===== src/rtl/core/sdpg_pkg.sv =====
// Shared types, codes and constants for the step/direction pulse generator.
package sdpg_pkg;

    localparam int PERIOD_WIDTH_DEF   = 32;
    localparam int PRESCALE_WIDTH_DEF = 16;

    localparam int CLK_W   = 32;
    localparam int PRE_W   = 16;
    localparam int STEPS_W = 31;
    localparam int DIV_W   = 32;
    localparam int DSR_W   = 33;

    localparam logic [CLK_W-1:0] CLK_HZ_RST = 32'd16000000;

    localparam logic [1:0] ACT_TICK  = 2'd0;
    localparam logic [1:0] ACT_DRIVE = 2'd1;
    localparam logic [1:0] ACT_STOP  = 2'd2;

    localparam logic [1:0] STS_OK        = 2'd0;
    localparam logic [1:0] STS_BAD_ARGS  = 2'd1;
    localparam logic [1:0] STS_STOP_IDLE = 2'd2;

    localparam logic CFG_CLK_HZ    = 1'b0;
    localparam logic CFG_PRESCALER = 1'b1;

    typedef struct packed {
        logic [1:0]         action;
        logic signed [31:0] step_count;
        logic [31:0]        step_rate;
    } in_item_t;

    typedef struct packed {
        logic       step_pulse;
        logic       dir_level;
        logic       enable_level;
        logic [1:0] status;
    } out_item_t;

    typedef struct packed {
        logic exec;
        logic capture;
        logic div_start;
        logic div_sel_rate;
        logic drive_load;
    } dp_cmd_t;

    typedef struct packed {
        logic drive_ok;
        logic div_done;
        logic out_free;
    } dp_sts_t;

endpackage


===== src/rtl/core/sdpg_div.sv =====
// Restoring unsigned divider, one quotient bit per cycle.
module sdpg_div (
    input  logic                        clk,
    input  logic                        rst_n,
    input  logic                        start,
    input  logic [sdpg_pkg::DIV_W-1:0]  dividend,
    input  logic [sdpg_pkg::DSR_W-1:0]  divisor,
    output logic                        done,
    output logic [sdpg_pkg::DIV_W-1:0]  quotient
);

    localparam int CNT_W = $clog2(sdpg_pkg::DIV_W);
    localparam logic [CNT_W-1:0] CNT_LAST = CNT_W'(sdpg_pkg::DIV_W - 1);

    logic                        busy_reg;
    logic                        done_reg;
    logic [CNT_W-1:0]            cnt_reg;
    logic [sdpg_pkg::DSR_W-1:0]  rem_reg;
    logic [sdpg_pkg::DIV_W-1:0]  quo_reg;
    logic [sdpg_pkg::DSR_W-1:0]  dsr_reg;

    logic [sdpg_pkg::DSR_W:0]    shifted;
    logic [sdpg_pkg::DSR_W+1:0]  diff;

    assign shifted = {rem_reg, quo_reg[sdpg_pkg::DIV_W-1]};
    // top bit of diff is the borrow
    assign diff    = {1'b0, shifted} - {2'b00, dsr_reg};

    always_ff @(posedge clk or negedge rst_n)
    begin
        if (!rst_n)
        begin
            busy_reg <= 1'b0;
            done_reg <= 1'b0;
            cnt_reg  <= '0;
        end
        else
        begin
            done_reg <= 1'b0;
            if (start)
            begin
                busy_reg <= 1'b1;
                cnt_reg  <= '0;
            end
            else if (busy_reg)
            begin
                cnt_reg <= cnt_reg + 1'b1;
                if (cnt_reg == CNT_LAST)
                begin
                    busy_reg <= 1'b0;
                    done_reg <= 1'b1;
                end
            end
        end
    end

    always_ff @(posedge clk)
    begin
        if (start)
        begin
            rem_reg <= '0;
            quo_reg <= dividend;
            dsr_reg <= divisor;
        end
        else if (busy_reg)
        begin
            if (!diff[sdpg_pkg::DSR_W+1])
            begin
                rem_reg <= diff[sdpg_pkg::DSR_W-1:0];
                quo_reg <= {quo_reg[sdpg_pkg::DIV_W-2:0], 1'b1};
            end
            else
            begin
                rem_reg <= shifted[sdpg_pkg::DSR_W-1:0];
                quo_reg <= {quo_reg[sdpg_pkg::DIV_W-2:0], 1'b0};
            end
        end
    end

    assign done     = done_reg;
    assign quotient = quo_reg;

endmodule


===== src/rtl/core/sdpg_dp.sv =====
// Datapath: configuration, motion state, timer counters, reload math, output register.
module sdpg_dp #(
    parameter int PERIOD_WIDTH   = sdpg_pkg::PERIOD_WIDTH_DEF,
    parameter int PRESCALE_WIDTH = sdpg_pkg::PRESCALE_WIDTH_DEF
) (
    input  logic                        clk,
    input  logic                        rst_n,
    input  logic                        cfg_valid,
    input  logic                        cfg_index,
    input  logic [sdpg_pkg::CLK_W-1:0]  cfg_data,
    input  sdpg_pkg::in_item_t          in_data,
    input  sdpg_pkg::dp_cmd_t           cmd,
    output sdpg_pkg::dp_sts_t           sts,
    output sdpg_pkg::out_item_t         out_data,
    output logic                        out_valid,
    input  logic                        out_ready
);

    logic [sdpg_pkg::CLK_W-1:0]    clk_hz_reg;
    logic [sdpg_pkg::PRE_W-1:0]    pre_reg;

    logic [sdpg_pkg::STEPS_W-1:0]  rem_reg, rem_next;
    logic                          dir_reg, dir_next;
    logic                          en_reg, en_next;
    logic [PERIOD_WIDTH-1:0]       reload_reg, reload_next;
    logic [PRESCALE_WIDTH-1:0]     pcnt_reg, pcnt_next;
    logic [PERIOD_WIDTH-1:0]       per_reg, per_next;

    logic [sdpg_pkg::STEPS_W-1:0]  mag_pend_reg;
    logic                          dir_pend_reg;
    logic [31:0]                   rate_pend_reg;

    logic                          out_valid_reg;
    sdpg_pkg::out_item_t           out_reg, out_next;

    // prescaler as seen at PRESCALE_WIDTH bits
    logic [PRESCALE_WIDTH+sdpg_pkg::PRE_W-1:0] pre_ext;
    logic [PRESCALE_WIDTH-1:0]                 pre_eff;
    logic [PRESCALE_WIDTH:0]                   pre_plus1;
    logic [PRESCALE_WIDTH+sdpg_pkg::DSR_W:0]   pre_div_ext;

    logic [sdpg_pkg::DIV_W-1:0]    div_dividend;
    logic [sdpg_pkg::DSR_W-1:0]    div_divisor;
    logic                          div_done;
    logic [sdpg_pkg::DIV_W-1:0]    div_quo;

    logic [31:0]                   cnt_u;
    logic [31:0]                   mag32;
    logic [sdpg_pkg::STEPS_W-1:0]  mag31;

    logic [31:0]                   quo_m1;
    logic [31:0]                   quo_hi;

    assign pre_ext     = {{PRESCALE_WIDTH{1'b0}}, pre_reg};
    assign pre_eff     = pre_ext[PRESCALE_WIDTH-1:0];
    assign pre_plus1   = {1'b0, pre_eff} + 1'b1;
    assign pre_div_ext = {{sdpg_pkg::DSR_W{1'b0}}, pre_plus1};

    // first pass: clock / (prescaler + 1); second pass: that / rate
    assign div_dividend = cmd.div_sel_rate ? div_quo : clk_hz_reg;
    assign div_divisor  = cmd.div_sel_rate ? {1'b0, rate_pend_reg}
                                           : pre_div_ext[sdpg_pkg::DSR_W-1:0];

    sdpg_div u_div (
        .clk      (clk),
        .rst_n    (rst_n),
        .start    (cmd.div_start),
        .dividend (div_dividend),
        .divisor  (div_divisor),
        .done     (div_done),
        .quotient (div_quo)
    );

    assign cnt_u = in_data.step_count;
    assign mag32 = cnt_u[31] ? (~cnt_u + 32'd1) : cnt_u;
    // most negative count saturates
    assign mag31 = mag32[31] ? '1 : mag32[sdpg_pkg::STEPS_W-1:0];

    assign quo_m1 = (div_quo == '0) ? '0 : (div_quo - 32'd1);
    assign quo_hi = quo_m1 >> PERIOD_WIDTH;

    assign sts.drive_ok = (in_data.action == sdpg_pkg::ACT_DRIVE)
                       && (in_data.step_count != '0) && (in_data.step_rate != '0);
    assign sts.div_done = div_done;
    assign sts.out_free = !out_valid_reg || out_ready;

    always_comb
    begin
        rem_next    = rem_reg;
        dir_next    = dir_reg;
        en_next     = en_reg;
        reload_next = reload_reg;
        pcnt_next   = pcnt_reg;
        per_next    = per_reg;
        out_next    = '0;

        if (cmd.exec)
        begin
            out_next.status = sdpg_pkg::STS_OK;
            case (in_data.action)
                sdpg_pkg::ACT_TICK:
                begin
                    if (en_reg)
                    begin
                        if (pcnt_reg >= pre_eff)
                        begin
                            pcnt_next = '0;
                            if (per_reg >= reload_reg)
                            begin
                                per_next = '0;
                                if (rem_reg == '0)
                                    en_next = 1'b0;
                                else
                                begin
                                    out_next.step_pulse = 1'b1;
                                    rem_next = rem_reg - 1'b1;
                                end
                            end
                            else
                                per_next = per_reg + 1'b1;
                        end
                        else
                            pcnt_next = pcnt_reg + 1'b1;
                    end
                end
                sdpg_pkg::ACT_DRIVE:
                    out_next.status = sdpg_pkg::STS_BAD_ARGS;
                sdpg_pkg::ACT_STOP:
                begin
                    if (!en_reg)
                        out_next.status = sdpg_pkg::STS_STOP_IDLE;
                    else
                    begin
                        rem_next = '0;
                        en_next  = 1'b0;
                    end
                end
                default:
                begin
                end
            endcase
        end
        else if (cmd.drive_load)
        begin
            rem_next    = mag_pend_reg;
            dir_next    = dir_pend_reg;
            en_next     = 1'b1;
            pcnt_next   = '0;
            per_next    = '0;
            reload_next = (quo_hi != '0) ? '1 : quo_m1[PERIOD_WIDTH-1:0];
            out_next.status = sdpg_pkg::STS_OK;
        end

        out_next.dir_level    = dir_next;
        out_next.enable_level = en_next;
    end

    always_ff @(posedge clk or negedge rst_n)
    begin
        if (!rst_n)
        begin
            clk_hz_reg    <= sdpg_pkg::CLK_HZ_RST;
            pre_reg       <= '0;
            rem_reg       <= '0;
            dir_reg       <= 1'b1;
            en_reg        <= 1'b0;
            reload_reg    <= '0;
            pcnt_reg      <= '0;
            per_reg       <= '0;
            out_valid_reg <= 1'b0;
        end
        else
        begin
            if (cfg_valid)
            begin
                case (cfg_index)
                    sdpg_pkg::CFG_CLK_HZ:    clk_hz_reg <= cfg_data;
                    sdpg_pkg::CFG_PRESCALER: pre_reg    <= cfg_data[sdpg_pkg::PRE_W-1:0];
                    default:
                    begin
                    end
                endcase
            end
            rem_reg    <= rem_next;
            dir_reg    <= dir_next;
            en_reg     <= en_next;
            reload_reg <= reload_next;
            pcnt_reg   <= pcnt_next;
            per_reg    <= per_next;
            if (cmd.exec || cmd.drive_load)
                out_valid_reg <= 1'b1;
            else if (out_ready)
                out_valid_reg <= 1'b0;
        end
    end

    always_ff @(posedge clk)
    begin
        if (cmd.capture)
        begin
            mag_pend_reg  <= mag31;
            dir_pend_reg  <= !cnt_u[31];
            rate_pend_reg <= in_data.step_rate;
        end
        if (cmd.exec || cmd.drive_load)
            out_reg <= out_next;
    end

    assign out_data  = out_reg;
    assign out_valid = out_valid_reg;

endmodule


===== src/rtl/core/sdpg_ctrl.sv =====
// Controller: accepts items and sequences the two reload divisions of a drive command.
module sdpg_ctrl (
    input  logic                clk,
    input  logic                rst_n,
    input  logic                in_valid,
    output logic                in_ready,
    input  sdpg_pkg::dp_sts_t   sts,
    output sdpg_pkg::dp_cmd_t   cmd
);

    typedef enum logic [1:0] {
        ST_IDLE,
        ST_DIV_CLK,
        ST_DIV_RATE
    } state_t;

    state_t state_reg, state_next;

    assign in_ready = (state_reg == ST_IDLE) && sts.out_free;

    always_comb
    begin
        cmd        = '0;
        state_next = state_reg;
        case (state_reg)
            ST_IDLE:
            begin
                if (in_valid && in_ready)
                begin
                    if (sts.drive_ok)
                    begin
                        cmd.capture   = 1'b1;
                        cmd.div_start = 1'b1;
                        state_next    = ST_DIV_CLK;
                    end
                    else
                        cmd.exec = 1'b1;
                end
            end
            ST_DIV_CLK:
            begin
                if (sts.div_done)
                begin
                    cmd.div_start    = 1'b1;
                    cmd.div_sel_rate = 1'b1;
                    state_next       = ST_DIV_RATE;
                end
            end
            ST_DIV_RATE:
            begin
                if (sts.div_done)
                begin
                    cmd.drive_load = 1'b1;
                    state_next     = ST_IDLE;
                end
            end
            default:
                state_next = ST_IDLE;
        endcase
    end

    always_ff @(posedge clk or negedge rst_n)
    begin
        if (!rst_n)
            state_reg <= ST_IDLE;
        else
            state_reg <= state_next;
    end

endmodule


===== src/rtl/core/step_dir_pulse_generator_core.sv =====
// Top level of the step/direction pulse generator.
//
//   channel | handshake              | payload
//   --------+------------------------+------------------------------------
//   in      | in_valid / in_ready    | in_data  (action, step_count, step_rate)
//   out     | out_valid / out_ready  | out_data (step_pulse, dir_level, enable_level, status)
//   cfg     | cfg_valid / cfg_ready  | cfg_index, cfg_data
//
// Tick, stop, rejected drive and unused actions are executed when accepted; one
// transaction per cycle while the output is drained.
// An accepted drive has its result once the shared radix-2 divider has run twice
// (clock / (prescaler + 1), then / rate); the input is held off meanwhile.
// Reset loads control, config and motion registers with initial values; no clearing pass.
// The input stalls while a result waits on a stalled output.
module step_dir_pulse_generator_core #(
    parameter int PERIOD_WIDTH   = sdpg_pkg::PERIOD_WIDTH_DEF,
    parameter int PRESCALE_WIDTH = sdpg_pkg::PRESCALE_WIDTH_DEF
) (
    input  logic                        clk,
    input  logic                        rst_n,
    input  logic                        in_valid,
    output logic                        in_ready,
    input  sdpg_pkg::in_item_t          in_data,
    output logic                        out_valid,
    input  logic                        out_ready,
    output sdpg_pkg::out_item_t         out_data,
    input  logic                        cfg_valid,
    output logic                        cfg_ready,
    input  logic                        cfg_index,
    input  logic [sdpg_pkg::CLK_W-1:0]  cfg_data
);

    sdpg_pkg::dp_cmd_t cmd;
    sdpg_pkg::dp_sts_t sts;

    assign cfg_ready = 1'b1;

    sdpg_ctrl u_ctrl (
        .clk      (clk),
        .rst_n    (rst_n),
        .in_valid (in_valid),
        .in_ready (in_ready),
        .sts      (sts),
        .cmd      (cmd)
    );

    sdpg_dp #(
        .PERIOD_WIDTH   (PERIOD_WIDTH),
        .PRESCALE_WIDTH (PRESCALE_WIDTH)
    ) u_dp (
        .clk       (clk),
        .rst_n     (rst_n),
        .cfg_valid (cfg_valid),
        .cfg_index (cfg_index),
        .cfg_data  (cfg_data),
        .in_data   (in_data),
        .cmd       (cmd),
        .sts       (sts),
        .out_data  (out_data),
        .out_valid (out_valid),
        .out_ready (out_ready)
    );

endmodule


===== config.mk =====
export PLATFORM = sky130hd
export DESIGN_NAME = step_dir_pulse_generator_core
export DESIGN_NICKNAME = d
export VERILOG_FILES = /design/src/rtl/core/sdpg_pkg.sv /design/src/rtl/core/sdpg_div.sv /design/src/rtl/core/sdpg_dp.sv /design/src/rtl/core/sdpg_ctrl.sv /design/src/rtl/core/step_dir_pulse_generator_core.sv
export SDC_FILE = /design/constraint.sdc
export NUM_CORES = 1
export LEC_CHECK = 0
export BUFFER_PORTS_ARGS = -buffer_cell sky130_fd_sc_hd__buf_2
export CAP_MARGIN = 20
export CORE_UTILIZATION = 48
export CTS_BUF_LIST = sky130_fd_sc_hd__clkbuf_16
export CTS_CLUSTER_SIZE = 25
export DETAILED_ROUTE_END_ITERATION = 8
export GPL_ROUTABILITY_DRIVEN = 0
export HOLD_SLACK_MARGIN = 0.03
export PLACE_DENSITY_LB_ADDON = 0.1
export SLEW_MARGIN = 0
export SYNTH_ARGS = -nofsm -noshare
export SYNTH_HDL_FRONTEND = slang
export SYNTH_SLANG_ARGS = --single-unit

===== constraint.sdc =====
create_clock -name clk -period 8.8 [get_ports clk]
set_input_delay 1.76 -clock clk [delete_from_list [all_inputs] [get_ports clk]]
set_output_delay 1.76 -clock clk [all_outputs]
set_load 0.02 [all_outputs]

==> results.yml <==
cells_and_area:
  drive_gt1_share_pct: 13.5
  area_growth_pct: 11.6
  n_fill_cell: 3494
  largest_reg_flops: 33
  layout.nets: 2240
  layout.area.seq_um2: 8940
  multi_input_area_um2: 9190
  diodes: 0
worst_setup_path:
  r2r_slack_ps: 4300
  crit_type: "in -> reg"
  worstPathArrival_ps: 5530
  cp.required_ps: 9250
  r2r_cells: 12
  endpoint_kind: "flop"
  crit_path_start_kind: "input port"
  r2r-start: "u_dp.u_div.quotient[31]$_DFFE_PP_"
  critPathMaxFanout: 53
  timing.rr.end: "u_dp.u_div.rem_reg[24]$_SDFFE_PP0P_"
global_route:
  antenna_found_initial: 1
  grt_pass1_wl_um: 73000
  first_global_vias: 13909
  grtUsageTotal_pct: 22.3
  grt_max_degree: 99
  grt_overflow_total: 0
timing:
  rsz0062_at_grt: "false"
  slew_headroom_pct: 31.3
  finalCriticalPeriod_ps: 5090
  finalClockSkew_ps: 21.2
  tightest_slew_ps: 1030
  finalSetupViolations: 0
  fmax_mhz: 197
  finalHoldViolations: 0
  drv_slew: 0
  setup_tns_ps: 0
  fin_ws_ps: 3710
  min_period_over_period_pct: 57.8
cts:
  postCtsSetupBuffers: 0
  cts_root_buffer: "clkbuf_16"
  cts_resized: 0
  numCtsBuffers: 38
  clkTransAtPathRegs_ps: 60
  postCtsHoldBufs: 0
  clock_sinks: 337
  cts_tree: "built"
  cts_htree_levels: 2
  cts.path.max_buffers: 3
  clkLatencyLatePin_ps: 560
placed_design:
  dp_slack_ps: 3140
  dp.final_hpwl_um: 30800
  portBuffers: 110
synth:
  synth_ff_type: "dfrtp_1"
  ys_seq_area_share_pct: 47.5
  ys_ff_latch: 337
  synthArstFlopShare_pct: 50.7
  avgSynthCellArea_um2: 9.58
  synth_nets: 2163
  syn-cell-area_um2: 18800
  yosysWarnings: 0
  synth_edf_count: 133
  synth_cell_types: 85
  syn_inst: 1967
flow_run:
  cap_viol_max_count: 0
floorplanning:
  io_pins: 112
  core-area_um2: 38600
  fp.dieW_um: 200
  rows: 72
  fp.dieH_um: 200
  die-area_um2: 40100
  start_util_pct: 48.8
min_path:
  holdPathEnd: "u_dp.dir_reg$_DFF_PN1_"
  whs_path_depth: 2
  min_from: "u_dp.dir_reg$_DFF_PN1_"
  worst_hold_path_type: "reg -> reg"
route:
  drt_iter0_markers: 881
  drtPass1Iterations: 5
  routed_wl_um: 44200
  vias_per_cell: 5.59
  ant_nets: 0
  dr_total_vias: 14494
  drc: 0
  avgRoutedWirePerCell_um: 17.0
power_and_ir_drop:
  peakVddDrop_mv: 0.139
  total_power_w: 0.00561
  p_leak_nw: 9.22
  power.density_nw_per_um2: 267
run_status:
  status: "finished clean"
## layer usage
layer / routed length, um / vias up / GRT usage [%]
met5: 0 / - / 0
met4: 857 / 0 / 5.96
met3: 1810 / 54 / 3.29
met2: 19700 / 285 / 35.0
met1: 21700 / 6916 / 32.3
li1: - / 7239 / -
## worst max-delay path: stages
cell and delay, ps:
buf_2 110, inv_1 70, ha_1 170, or3b_1 420, or4_4 490, nor4_4 520, o21bai_4 70, buf_4 310
o21a_1 370, a21oi_2 740, nand3_1 230, o31ai_1 240
## synthesized netlist by cell type, types with 45 or more instances
cell	n	area, um^2
clkbuf_1	66	248
a21oi_1	137	686
o21ai_0	191	956
xor2_1	48	420
nand2_1	251	942
nor3_1	45	225
dfrtp_1	163	4080
inv_1	104	390
mux2_2	48	541
edfxtp_1	133	3990
xnor2_1	49	429
ha_1	91	1140
nor2_1	106	398
## layout by cell type (no fill, tap or decap), types with 8 or more instances in the layout
cell type and n:
or2_2 12, edfxtp_1 133, o31ai_1 14, nand2b_1 19, o21a_1 11, a21o_1 28, dfxtp_1 33, dfstp_2 8
dfrtp_1 162, nand3_1 33, nor3_1 44, a31oi_1 15, a21oi_1 137, nand2_1 251, and3_1 42, clkbuf_16 39
or4_1 8, nor2b_1 8, or3_1 20, nor4_1 28, inv_1 111, xor2_1 48, o22ai_1 27, mux2i_1 37
o21ai_0 191, buf_2 109, xnor2_1 49, nand4_1 26, o21ai_1 24, and2_1 24, buf_4 13, mux2_2 48
nor2_1 103, ha_1 91, clkinv_2 8
## where the power goes
group	internal, W	switching, W
sequential	0.00201	0.000278
combinational	0.000783	0.00102
clock	0.000865	0.000655
total	0.00366	0.00195
## final cells by class
type	instances	area share, %
clock buffers	39	4.64
clock inverters	30	0.958
inverters	105	1.87
multi-input cells	1438	43.7
flip-flops and latches	337	42.5
well taps	518	3.08
repair buffers	124	3.24
## worst max path at each step
| stage | start | end | slack [ps] | depth (start not counted) |
|---|---|---|---|---|
| global placement | in_data[32] | u_dp.per_reg[6]$_DFFE_PN0P_ | 3270 | 12 |
| finish | in_data[32] | u_dp.per_reg[6]$_DFFE_PN0P_ | 3710 | 12 |
| global route | in_data[32] | u_dp.per_reg[6]$_DFFE_PN0P_ | 3360 | 12 |
| floorplan | out_ready | u_dp.u_div.dsr_reg[0]$_DFFE_PP_ | 1540 | 7 |
| CTS | in_data[32] | u_dp.per_reg[6]$_DFFE_PN0P_ | 3720 | 12 |
| detailed placement | in_data[32] | u_dp.per_reg[6]$_DFFE_PN0P_ | 3140 | 12 |
## stage by stage
step / util (%) / instances / area, um^2 / hold slack (ps)
2_1_floorplan: - / 1967 / 18900 / 431
3_3_place_gp: 51.3 / 2521 / 19800 / 470
3_5_place_dp: 51.3 / 2521 / 19800 / 470
4_1_cts: 54.3 / 2590 / 21000 / 489
5_1_grt: 54.4 / 2591 / 21000 / 505
6_report: 54.4 / 2591 / 21000 / 487
## kinds of logic after synthesis
logic type,after synthesis,synth area share (%)
multiplexers,85,4.83
AO/OA/AOI/OAI,506,15.7
XOR/XNOR,97,4.51
flip-flops,337,47.5
other,1,0.0199
AND/OR/NAND/NOR,657,17.3
adder cells (fa/ha/maj),92,6.15
buffers and inverters,192,4.10
Note: power is estimated with default switching activity, not from simulation.
